==> config.mk <==
export PLATFORM = sky130hd
export DESIGN_NAME = sorted_index_set
export DESIGN_NICKNAME = d
export VERILOG_FILES = /design/src/sv/sis_pkg.sv /design/src/sv/sis_cell.sv /design/src/sv/sorted_index_set.sv
export VERILOG_INCLUDE_DIRS = /design/src /design/src/sv
export SDC_FILE = /design/constraint.sdc
export NUM_CORES = 2
export LEC_CHECK = 0
export BUFFER_PORTS_ARGS = -buffer_cell sky130_fd_sc_hd__buf_2
export CAP_MARGIN = 20
export CORE_ASPECT_RATIO = 0.6
export CORE_MARGIN = 2
export CORE_UTILIZATION = 28
export DETAILED_ROUTE_END_ITERATION = 12
export HOLD_SLACK_MARGIN = 0.12
export PLACE_DENSITY_LB_ADDON = 0.25
export SLEW_MARGIN = 0
export SYNTH_ARGS = -nofsm -noshare
export SYNTH_HDL_FRONTEND = slang
export SYNTH_SLANG_ARGS = --single-unit
==> constraint.sdc <==
create_clock -name clock -period 9.7 [get_ports clock]
set_input_delay 2.91 -clock clock [delete_from_list [all_inputs] [get_ports clock]]
set_output_delay 2.91 -clock clock [all_outputs]
set_load 0.005 [all_outputs]
==> src/sv/sorted_index_set_assert.svh <==
// assertion macros for the sorted index set
`ifndef SORTED_INDEX_SET_ASSERT_SVH
`define SORTED_INDEX_SET_ASSERT_SVH

`ifndef NO_ASSERTIONS

`define SIS_ASSERT(label, prop, msg) \
   label: assert property (@(posedge clock) disable iff (reset) prop) else $error(msg);

`define SIS_ASSERT_ALWAYS(label, prop, msg) \
   label: assert property (@(posedge clock) prop) else $error(msg);

`else

`define SIS_ASSERT(label, prop, msg)

`define SIS_ASSERT_ALWAYS(label, prop, msg)

`endif

`endif

==> src/sv/sis_pkg.sv <==
// types and constants shared by the sorted index set modules
`timescale 1ns / 1ps
`default_nettype none

package sis_pkg;

   localparam int SET_CAPACITY       = 64;
   localparam int INDEX_WIDTH        = 16;
   localparam int COUNT_WIDTH        = $clog2(SET_CAPACITY + 1);
   localparam int SEQ_WIDTH          = 16;
   localparam int FIELD_INDEX_WIDTH  = 16;
   localparam int ENTRY_TOTAL_WIDTH  = 7;
   localparam int CMP_WIDTH          = 33;

   localparam logic OP_INSERT = 1'b0;
   localparam logic OP_QUERY  = 1'b1;

   localparam logic [1:0] STATUS_OK        = 2'd0;
   localparam logic [1:0] STATUS_RANGE     = 2'd1;
   localparam logic [1:0] STATUS_FULL      = 2'd2;

   localparam logic [2:0] CLASS_INVALID  = 3'd0;
   localparam logic [2:0] CLASS_EXPLICIT = 3'd1;
   localparam logic [2:0] CLASS_FIRST    = 3'd2;
   localparam logic [2:0] CLASS_SECOND   = 3'd3;
   localparam logic [2:0] CLASS_LAST     = 3'd4;
   localparam logic [2:0] CLASS_INTERIOR = 3'd5;

   typedef struct packed {
      logic                         op;
      logic [FIELD_INDEX_WIDTH-1:0] position_index;
   } req_item_type;

   typedef struct packed {
      logic [1:0]                   status;
      logic                         found;
      logic [2:0]                   position_class;
      logic [ENTRY_TOTAL_WIDTH-1:0] entry_total;
   } rsp_item_type;

   typedef struct packed {
      logic                   occ;
      logic                   lt;
      logic [INDEX_WIDTH-1:0] value;
   } cell_link_type;

endpackage

`default_nettype wire

==> src/sv/sis_cell.sv <==
// one slot of the sorted chain: compares against the item and shifts on insert
`timescale 1ns / 1ps
`default_nettype none

module sis_cell
   import sis_pkg::*;
(
   input  wire logic                   clock,
   input  wire logic                   reset,
   input  wire logic [INDEX_WIDTH-1:0] idx,
   input  wire logic                   shift_en,
   input  wire cell_link_type          left,
   output cell_link_type               right,
   output logic                        eq
);

   logic                   occ_ff;
   logic                   occ_in;
   logic [INDEX_WIDTH-1:0] value_ff;
   logic [INDEX_WIDTH-1:0] value_in;
   logic                   lt;

   always_comb begin
      lt       = occ_ff && (value_ff < idx);
      eq       = occ_ff && (value_ff == idx);
      occ_in   = occ_ff;
      value_in = value_ff;
      if (!lt) begin
         occ_in   = occ_ff | left.occ;
         value_in = left.lt ? idx : left.value;
      end
      right.occ   = occ_ff;
      right.lt    = lt;
      right.value = value_ff;
   end

   always_ff @(posedge clock) begin
      if (reset) begin
         occ_ff <= 1'b0;
      end else if (shift_en) begin
         occ_ff <= occ_in;
      end
   end

   always_ff @(posedge clock) begin
      if (shift_en) begin
         value_ff <= value_in;
      end
   end

endmodule

`default_nettype wire

==> src/sv/sorted_index_set.sv <==
// top level of the sorted index set: item control, result register and cell chain
//
//   channel | direction | ports                              | payload
//   req     | in        | req_valid, req_ready, req_item     | op, position_index
//   rsp     | out       | rsp_valid, rsp_ready, rsp_item     | status, found, class, total
//   csr     | in        | csr_valid, csr_ready, csr_data     | sequence_length
//
// an item is registered first; then all cells compare and shift together once the result
// register is free; the next item is taken in the cycle after the result is registered
// the result register lets a new item in while the last result waits
// a stalled result holds back only the evaluation cycle of the following item
// a csr write waits for the item under evaluation and holds off new items
// reset empties the set and clears sequence_length, no clearing pass

`timescale 1ns / 1ps
`default_nettype none

`include "sorted_index_set_assert.svh"

module sorted_index_set
   import sis_pkg::*;
(
   input  wire logic                 clock,
   input  wire logic                 reset,
   input  wire logic                 req_valid,
   output logic                      req_ready,
   input  wire req_item_type         req_item,
   output logic                      rsp_valid,
   input  wire logic                 rsp_ready,
   output rsp_item_type              rsp_item,
   input  wire logic                 csr_valid,
   output logic                      csr_ready,
   input  wire logic [SEQ_WIDTH-1:0] csr_data
);

   logic                   busy_ff;
   logic                   busy_in;
   req_item_type           item_ff;
   logic [COUNT_WIDTH-1:0] count_ff;
   logic [COUNT_WIDTH-1:0] count_in;
   logic [SEQ_WIDTH-1:0]   seq_len_ff;
   logic                   rsp_valid_ff;
   logic                   rsp_valid_in;
   rsp_item_type           rsp_item_ff;
   rsp_item_type           rsp_item_in;

   logic [INDEX_WIDTH-1:0]  idx;
   logic [SET_CAPACITY-1:0] eq_vec;
   cell_link_type           link [0:SET_CAPACITY];
   logic                    commit;
   logic                    shift_en;
   logic                    found;
   logic                    full;
   logic                    in_range;

   assign req_ready = !busy_ff && !csr_valid;
   assign csr_ready = !busy_ff;
   assign rsp_valid = rsp_valid_ff;
   assign rsp_item  = rsp_item_ff;

   assign idx      = INDEX_WIDTH'(item_ff.position_index);
   assign found    = |eq_vec;
   assign full     = link[SET_CAPACITY].occ;
   assign in_range = CMP_WIDTH'(idx) < CMP_WIDTH'(seq_len_ff);
   assign commit   = busy_ff && (!rsp_valid_ff || rsp_ready);
   assign shift_en = commit && (item_ff.op == OP_INSERT) && in_range && !found && !full;

   assign link[0] = '{occ: 1'b1, lt: 1'b1, value: '0};

   for (genvar k = 0; k < SET_CAPACITY; k++) begin : g_cell
      sis_cell u_cell (
         .clock    (clock),
         .reset    (reset),
         .idx      (idx),
         .shift_en (shift_en),
         .left     (link[k]),
         .right    (link[k+1]),
         .eq       (eq_vec[k])
      );
   end

   always_comb begin
      count_in = shift_en ? count_ff + COUNT_WIDTH'(1) : count_ff;

      rsp_item_in.status         = STATUS_OK;
      rsp_item_in.found          = found;
      rsp_item_in.position_class = CLASS_INVALID;
      if (item_ff.op == OP_INSERT) begin
         if (!in_range) begin
            rsp_item_in.status = STATUS_RANGE;
            rsp_item_in.found  = 1'b0;
         end else if (!found && full) begin
            rsp_item_in.status = STATUS_FULL;
         end
      end else begin
         if (!in_range) begin
            rsp_item_in.status = STATUS_RANGE;
         end else if (found) begin
            rsp_item_in.position_class = CLASS_EXPLICIT;
         end else if (idx == '0) begin
            rsp_item_in.position_class = CLASS_FIRST;
         end else if (CMP_WIDTH'(idx) == CMP_WIDTH'(1)) begin
            rsp_item_in.position_class = CLASS_SECOND;
         end else if (CMP_WIDTH'(idx) == CMP_WIDTH'(seq_len_ff) - CMP_WIDTH'(1)) begin
            rsp_item_in.position_class = CLASS_LAST;
         end else begin
            rsp_item_in.position_class = CLASS_INTERIOR;
         end
      end
      rsp_item_in.entry_total = ENTRY_TOTAL_WIDTH'(count_in);

      busy_in = busy_ff;
      if (req_valid && req_ready) begin
         busy_in = 1'b1;
      end else if (commit) begin
         busy_in = 1'b0;
      end

      rsp_valid_in = commit || (rsp_valid_ff && !rsp_ready);
   end

   always_ff @(posedge clock) begin
      if (reset) begin
         busy_ff      <= 1'b0;
         count_ff     <= '0;
         seq_len_ff   <= '0;
         rsp_valid_ff <= 1'b0;
      end else begin
         busy_ff      <= busy_in;
         count_ff     <= count_in;
         rsp_valid_ff <= rsp_valid_in;
         if (csr_valid && csr_ready) begin
            seq_len_ff <= csr_data;
         end
      end
   end

   always_ff @(posedge clock) begin
      if (req_valid && req_ready) begin
         item_ff <= req_item;
      end
      if (commit) begin
         rsp_item_ff <= rsp_item_in;
      end
   end

   `SIS_ASSERT_ALWAYS(a_count_bound, reset || count_ff <= COUNT_WIDTH'(SET_CAPACITY), "count high")
   `SIS_ASSERT(a_full_matches_count, full == (count_ff == COUNT_WIDTH'(SET_CAPACITY)), "full flag")
   `SIS_ASSERT(a_single_match, busy_ff |-> $onehot0(eq_vec), "index matched in more than one cell")
   `SIS_ASSERT(a_insert_counts, shift_en |=> count_ff == $past(count_ff) + COUNT_WIDTH'(1), "count")
   `SIS_ASSERT(a_no_commit_idle, commit |-> busy_ff && !full || !shift_en, "shift while full")

endmodule

`default_nettype wire
---- Word level (Yosys, flattened, before mapping) ----
Index checks and enable logic that the tools add are counted.
cells by class
  add/sub/neg operators ................... 2
  $mul .................................... 0
  div/mod/pow operators ................... 0
  $lt $le $gt $ge ......................... 65
  equality and inequality tests ........... 66
  shifts and indexed selects .............. 0
  mux-type cells .......................... 76
  bitwise operators ....................... 129
  reductions and logical operators ........ 216
operators by type and width
  operator                 number
  $lt A16 B16 Y1           65
  $eq A16 B16 Y1           64
  $mux W16                 63
  $logic_and A1 B1 Y1      138
  $reduce_and A2 Y1        65
  $reduce_or A68 Y1        1
  $not A1 Y1               66
  $reduce_or A66 Y1        1
  $reduce_or A64 Y1        1
  $or A1 B1 Y1             63
  $eq A16 B33 Y1           1
  $sub A16 B1 Y17 const B  1
  $eq A16 B1 Y1 const B    1
  $logic_not A16 Y1        1
  $mux W2                  5
  $add A7 B1 Y7 const B    1
  $mux W1                  7
  $mux W7                  1
  $logic_not A1 Y1         6
  $logic_or A1 B1 Y1       2
  $reduce_bool A2 Y1       1
storage, ports and cells
  register bits ........................... 1,143
  bits in latches ......................... 0
  RAM bits ................................ 0
  ROM bits ................................ 0
  input bits .............................. 38
  output and inout port bits .............. 16
  logic and storage cells ................. 694
  memories ................................ 0

---- Depth between registers and ports, before layout ----
  depth after elaboration ................. 8
  mapped depth ............................ 16

---- By module ----
Synthesis repeated with hierarchy kept, for this count alone.
second synthesis, totals
  cells, all modules ...................... 6,722
  area, all modules ....................... 76,806.2 µm²
modules (own cells, without submodules)
  module            instances  cells an instance  area each (µm²)  seq. area each (µm²)
  sis_cell          64         100                1,152.4          500.5
  sorted_index_set  1          322                3,055.4          1,401.3

---- Worst setup path after synthesis ----
Ideal clock, no wire load.
  kind .................................... input to output
  from .................................... input port csr_valid
  to ...................................... output port req_ready
  arrival time ............................ 3,025 ps
  data required time ...................... 6,790 ps
  setup slack ............................. 3,765 ps
  stages on the path ...................... 1
  cells stage by stage .................... nor2_1
between the ends
  cells in the longest elaborated chain, start to end .. 2
RTL lines
  what                 line                    source
  start: declaration   sorted_index_set.sv:31  input wire logic csr_valid,
  $logic_not A1 Y1     sorted_index_set.sv:56  assign req_ready = !busy_ff && !csr_valid;
  $logic_and A1 B1 Y1  sorted_index_set.sv:56
  end: declaration     sorted_index_set.sv:26  output logic req_ready,
Every way passes these cells.

---- Worst setup path in the final report ----
  from .................................... register item_ff (netlist bit idx[9])
  to ...................................... register g_cell[60].u_cell.value_ff[9], enable pin
between the ends
  cells in the longest elaborated chain, start to end .. 7
  elaborated cells on any way between the ends .. 138
RTL lines
  what                                    line                     source
  start: declaration                      sorted_index_set.sv:38   req_item_type item_ff;
  start signal: assignment                sorted_index_set.sv:140  item_ff <= req_item;
  $eq A16 B16 Y1                          sis_cell.sv:25           eq = occ_ff && (value_ff == idx);
  $logic_and A1 B1 Y1                     sis_cell.sv:25
  $reduce_or A64 Y1                       sorted_index_set.sv:62   assign found = |eq_vec;
  $logic_not A1 Y1                        sorted_index_set.sv:66   assign shift_en = commit && (item_ff.op == OP_INSERT) && in_range && !found && !full;
  $logic_and A1 B1 Y1 (2 in series)       sorted_index_set.sv:66
  $reduce_and A2 Y1 (no source line) (*)  --
  end signal: assignment                  sis_cell.sv:47           value_ff <= value_in;
  end: declaration                        sis_cell.sv:19           logic [INDEX_WIDTH-1:0] value_ff;
Mark *: on every way between the ends. The rest lies on a longest branch, timed or not.
A chain may end at the register's enable or synchronous reset.

==> key figures <==
GRT
  – Largest net degree at the start of global routing: 69
  – Vias in the first global route: 48628
  – First-pass GRT wire length: 371.0 mm
  – Antenna violations before repair: 28
  – Grt ovf: 0
  – Global Route Usage Sum: 19.78%

Clock tree
  – Post-CTS sizing: 0
  – CTS Root Cell: clkbuf_16
  – # Post-CTS Setup Buffers: 0
  – Hold_buf cts: 0
  – CTS buffer count: 111
  – Max Buffers Root-to-Sink: 3
  – Clk slew on worst S/H paths: 70 ps
  – Clock latency on the worst-skew pair: 760 ps
  – Depth of the CTS H-tree: 3
  – CTS tree: done
  – Sink Count: 1143

Worst setup path
  – Crit path largest cell delay: 830 ps
  – R2R Setup Slk: 2820 ps
  – Crit Path Class: reg2reg
  – Crit Reg-Reg Startpoint: idx[9]
  – Crit-path max FO: 69
  – CP endpoint kind: flip-flop
  – Critical path arrival: 7240 ps
  – R2R cell count: 15
  – CP startpoint kind: flip-flop
  – Slowest cell on crit path: nor4_1
  – Critical path buffer and inverter count: 6
  – Stages on worst setup path: 15
  – Reg-to-Reg End: g_cell[60].u_cell.value_ff[9]
  – CP Cell Sequence: buf_12, inv_4, buf_4, ha_1, nand4_1, nor2_1, nand3_1, nand4_1, nor4_1, buf_4, nand2_1, or2_4, buf_4, inv_6, and2_1
  – CP top delay family: simple AND/OR/NAND/NOR gates
  – Cell mode on critical path: buf_4
  – WP data required: 10070 ps

Drt
  – Met2 routed WL: 101.8 mm
  – Max Used Layer: met5
  – Met3 Wirelength: 25.45 mm
  – DR vias/cell: 5.404
  – Final wirelength: 263.8 mm
  – Post-DRT Antenna Nets: 0
  – Initial DRC Count: 6524
  – Drt drc: 0
  – Via Count: 50194
  – DR pass1 iterations: 5
  – WL/cell: 28.39 um
  – M1 WL: 132.0 mm

Timing
  – Max-slew violations: 0
  – Layout Skew: 32.37 ps
  – F_max: 0.1454 GHz
  – Tmin final: 6878 ps
  – Hold Vio Cnt, Final: 0
  – Final setup TNS: 0 ps
  – Worst-margin pin slew: 1187 ps
  – Final setup violating endpoints: 0
  – Hold slack: 485.1 ps
  – Final Cycle Share: 70.91%
  – RSZ-0062 raised after global routing: no
  – Rel. slew slack: 20.19%

Yosys
  – Async set-reset flop share out of synthesis: 0%
  – Most common flop cell mapped by yosys: edfxtp_1
  – Sequential share of the synthesized area: 46.84%
  – YS warnings: 0
  – Synthesized instance count: 5636
  – Area leader, netlist: edfxtp_1
  – Top-count cell post-synth: edfxtp_1
  – Syn Nets: 6700
  – Mapped Area: 71380 um2
  – Commonest cells in the netlist: edfxtp_1, ha_1, mux2_2, a21oi_1, o21ai_0
  – Average size of a mapped cell: 12.66 um2
  – Post-synth top area share: 44.34%
  – Count of cell types in the netlist: 74
  – Synth top area cells: edfxtp_1, ha_1, mux2_2
  – Number of flops mapped to enable cells by yosys: 1054
  – Seq cells post-synth: 1143

Outcome
  – Outcome: finished clean

Min path
  – HP Start: g_cell[23].u_cell.occ_ff
  – HP Class: reg2reg
  – Hold depth: 2
  – WHS Endpoint: g_cell[23].u_cell.occ_ff

Place
  – PortBufs: 53
  – Placed cell area: 76590 um2
  – Placer Congestion: 0.9275
  – Hpwl dp: 181.9 mm

Layout
  – Net count, final: 6843
  – Post-Layout Inst Area: 80600 um2
  – Area grow syn2layout: 12.92%
  – Layout cells sized above 1: 24.37%
  – FILL cells: 25228
  – Utilization after layout: 31.81%

Floorplan
  – Row count: 143
  – Die area: 259100 um2
  – Io pins: 54
  – Die W: 655.8 um
  – Die Ht: 395.1 um
  – Area of the core: 253400 um2
  – Initial Utilization: 28.17%

Power and ir drop
  – Power per cell area: 136.6 nW/um2
  – Pleak: 28.77 nW
  – Final total power: 0.01101 W
  – Worst IR Drop VDD: 0.1208 mV

Run
  – Max-cap violations: 0
==> worst register-to-register path: cells and delay by family, from the launching register on <==
family,cells,cell delay [ps]
adders and majority gates,1,350
buffers and inverters,6,2470
DFF,1,410
and+or+nand+nor,8,3280
==> cell type report <==
cell class / instances / area [um2] / share of cell area (%)
Antenna cell: 7 / 17.52 / 0.02173
Clock buffer: 122 / 2872 / 3.563
Tap cell: 3407 / 4263 / 5.289
Sequential cell: 1143 / 33430 / 41.48
Clock inverter: 87 / 959.7 / 1.191
Inverter: 142 / 579.3 / 0.7188
Timing Repair Buffer: 238 / 1927 / 2.391
Multi-Input combinational cell: 4143 / 36550 / 45.35
==> cells in the final DEF (no fill, tap or decap), types with 51 or more instances in the layout <==
master,instances
nand2_1,224
nor2b_1,116
nand2b_1,51
nand4_1,254
buf_4,141
ha_1,1026
a21o_1,211
a21oi_1,282
nor2_1,146
edfxtp_1,1054
o21a_1,59
inv_1,124
clkbuf_16,113
dfxtp_1,89
buf_2,54
nand3_1,91
o21ai_0,270
nor3_1,69
mux2_2,932
==> cells by family after synthesis <==
kind of cell / Yosys count / share of synthesized area, %
mux: 976 / 15.33
flops: 1143 / 46.84
fa+ha+maj: 1026 / 17.99
xor+xnor: 36 / 0.4417
buf+inv: 350 / 1.998
compound gates: 998 / 9.061
simple gates: 1107 / 8.339
==> worst max-delay path by stage <==
stage	from	end	slack, ps
floorplan	csr_valid	req_ready	3770
global placement	idx[9]	g_cell[10].u_cell.value_ff[3]	2790
detailed placement	idx[9]	g_cell[60].u_cell.value_ff[9]	2890
CTS	idx[9]	g_cell[60].u_cell.value_ff[9]	2870
global route	idx[9]	g_cell[60].u_cell.value_ff[9]	2630
finish	idx[9]	g_cell[60].u_cell.value_ff[9]	2820
==> metal layers <==
| layer | vias to the layer above | track usage (%) |
|---|---|---|
| met5 | - | 0 |
| met4 | 6 | 2.983 |
| met3 | 288 | 4.432 |
| met2 | 2216 | 26.89 |
| met1 | 25339 | 31.62 |
| li1 | 22345 | - |
==> through the flow <==
step                      instances  setup slack, ps
after global placement         9030             2789
after global routing           9282             2631
after CTS                      9267             2874
after floorplan                5636             3765
final                          9289             2822
after detailed placement       9058             2888
==> registers in the layout, summed over array words and instances (netlist names) <==
name,cells
item_ff,1
g_cell.u_cell.occ_ff,64
seq_len_ff,16
rsp_item,13
idx,16
busy_ff,1
count_ff,7
rsp_valid,1
g_cell.u_cell.value_ff,1024
==> power by group <==
part	internal, W	switching, W
combinational	0.000274	0.000585
clock	0.00258	0.00217
sequential	0.00536	0.0000369
(Power assumes the default switching activity.)
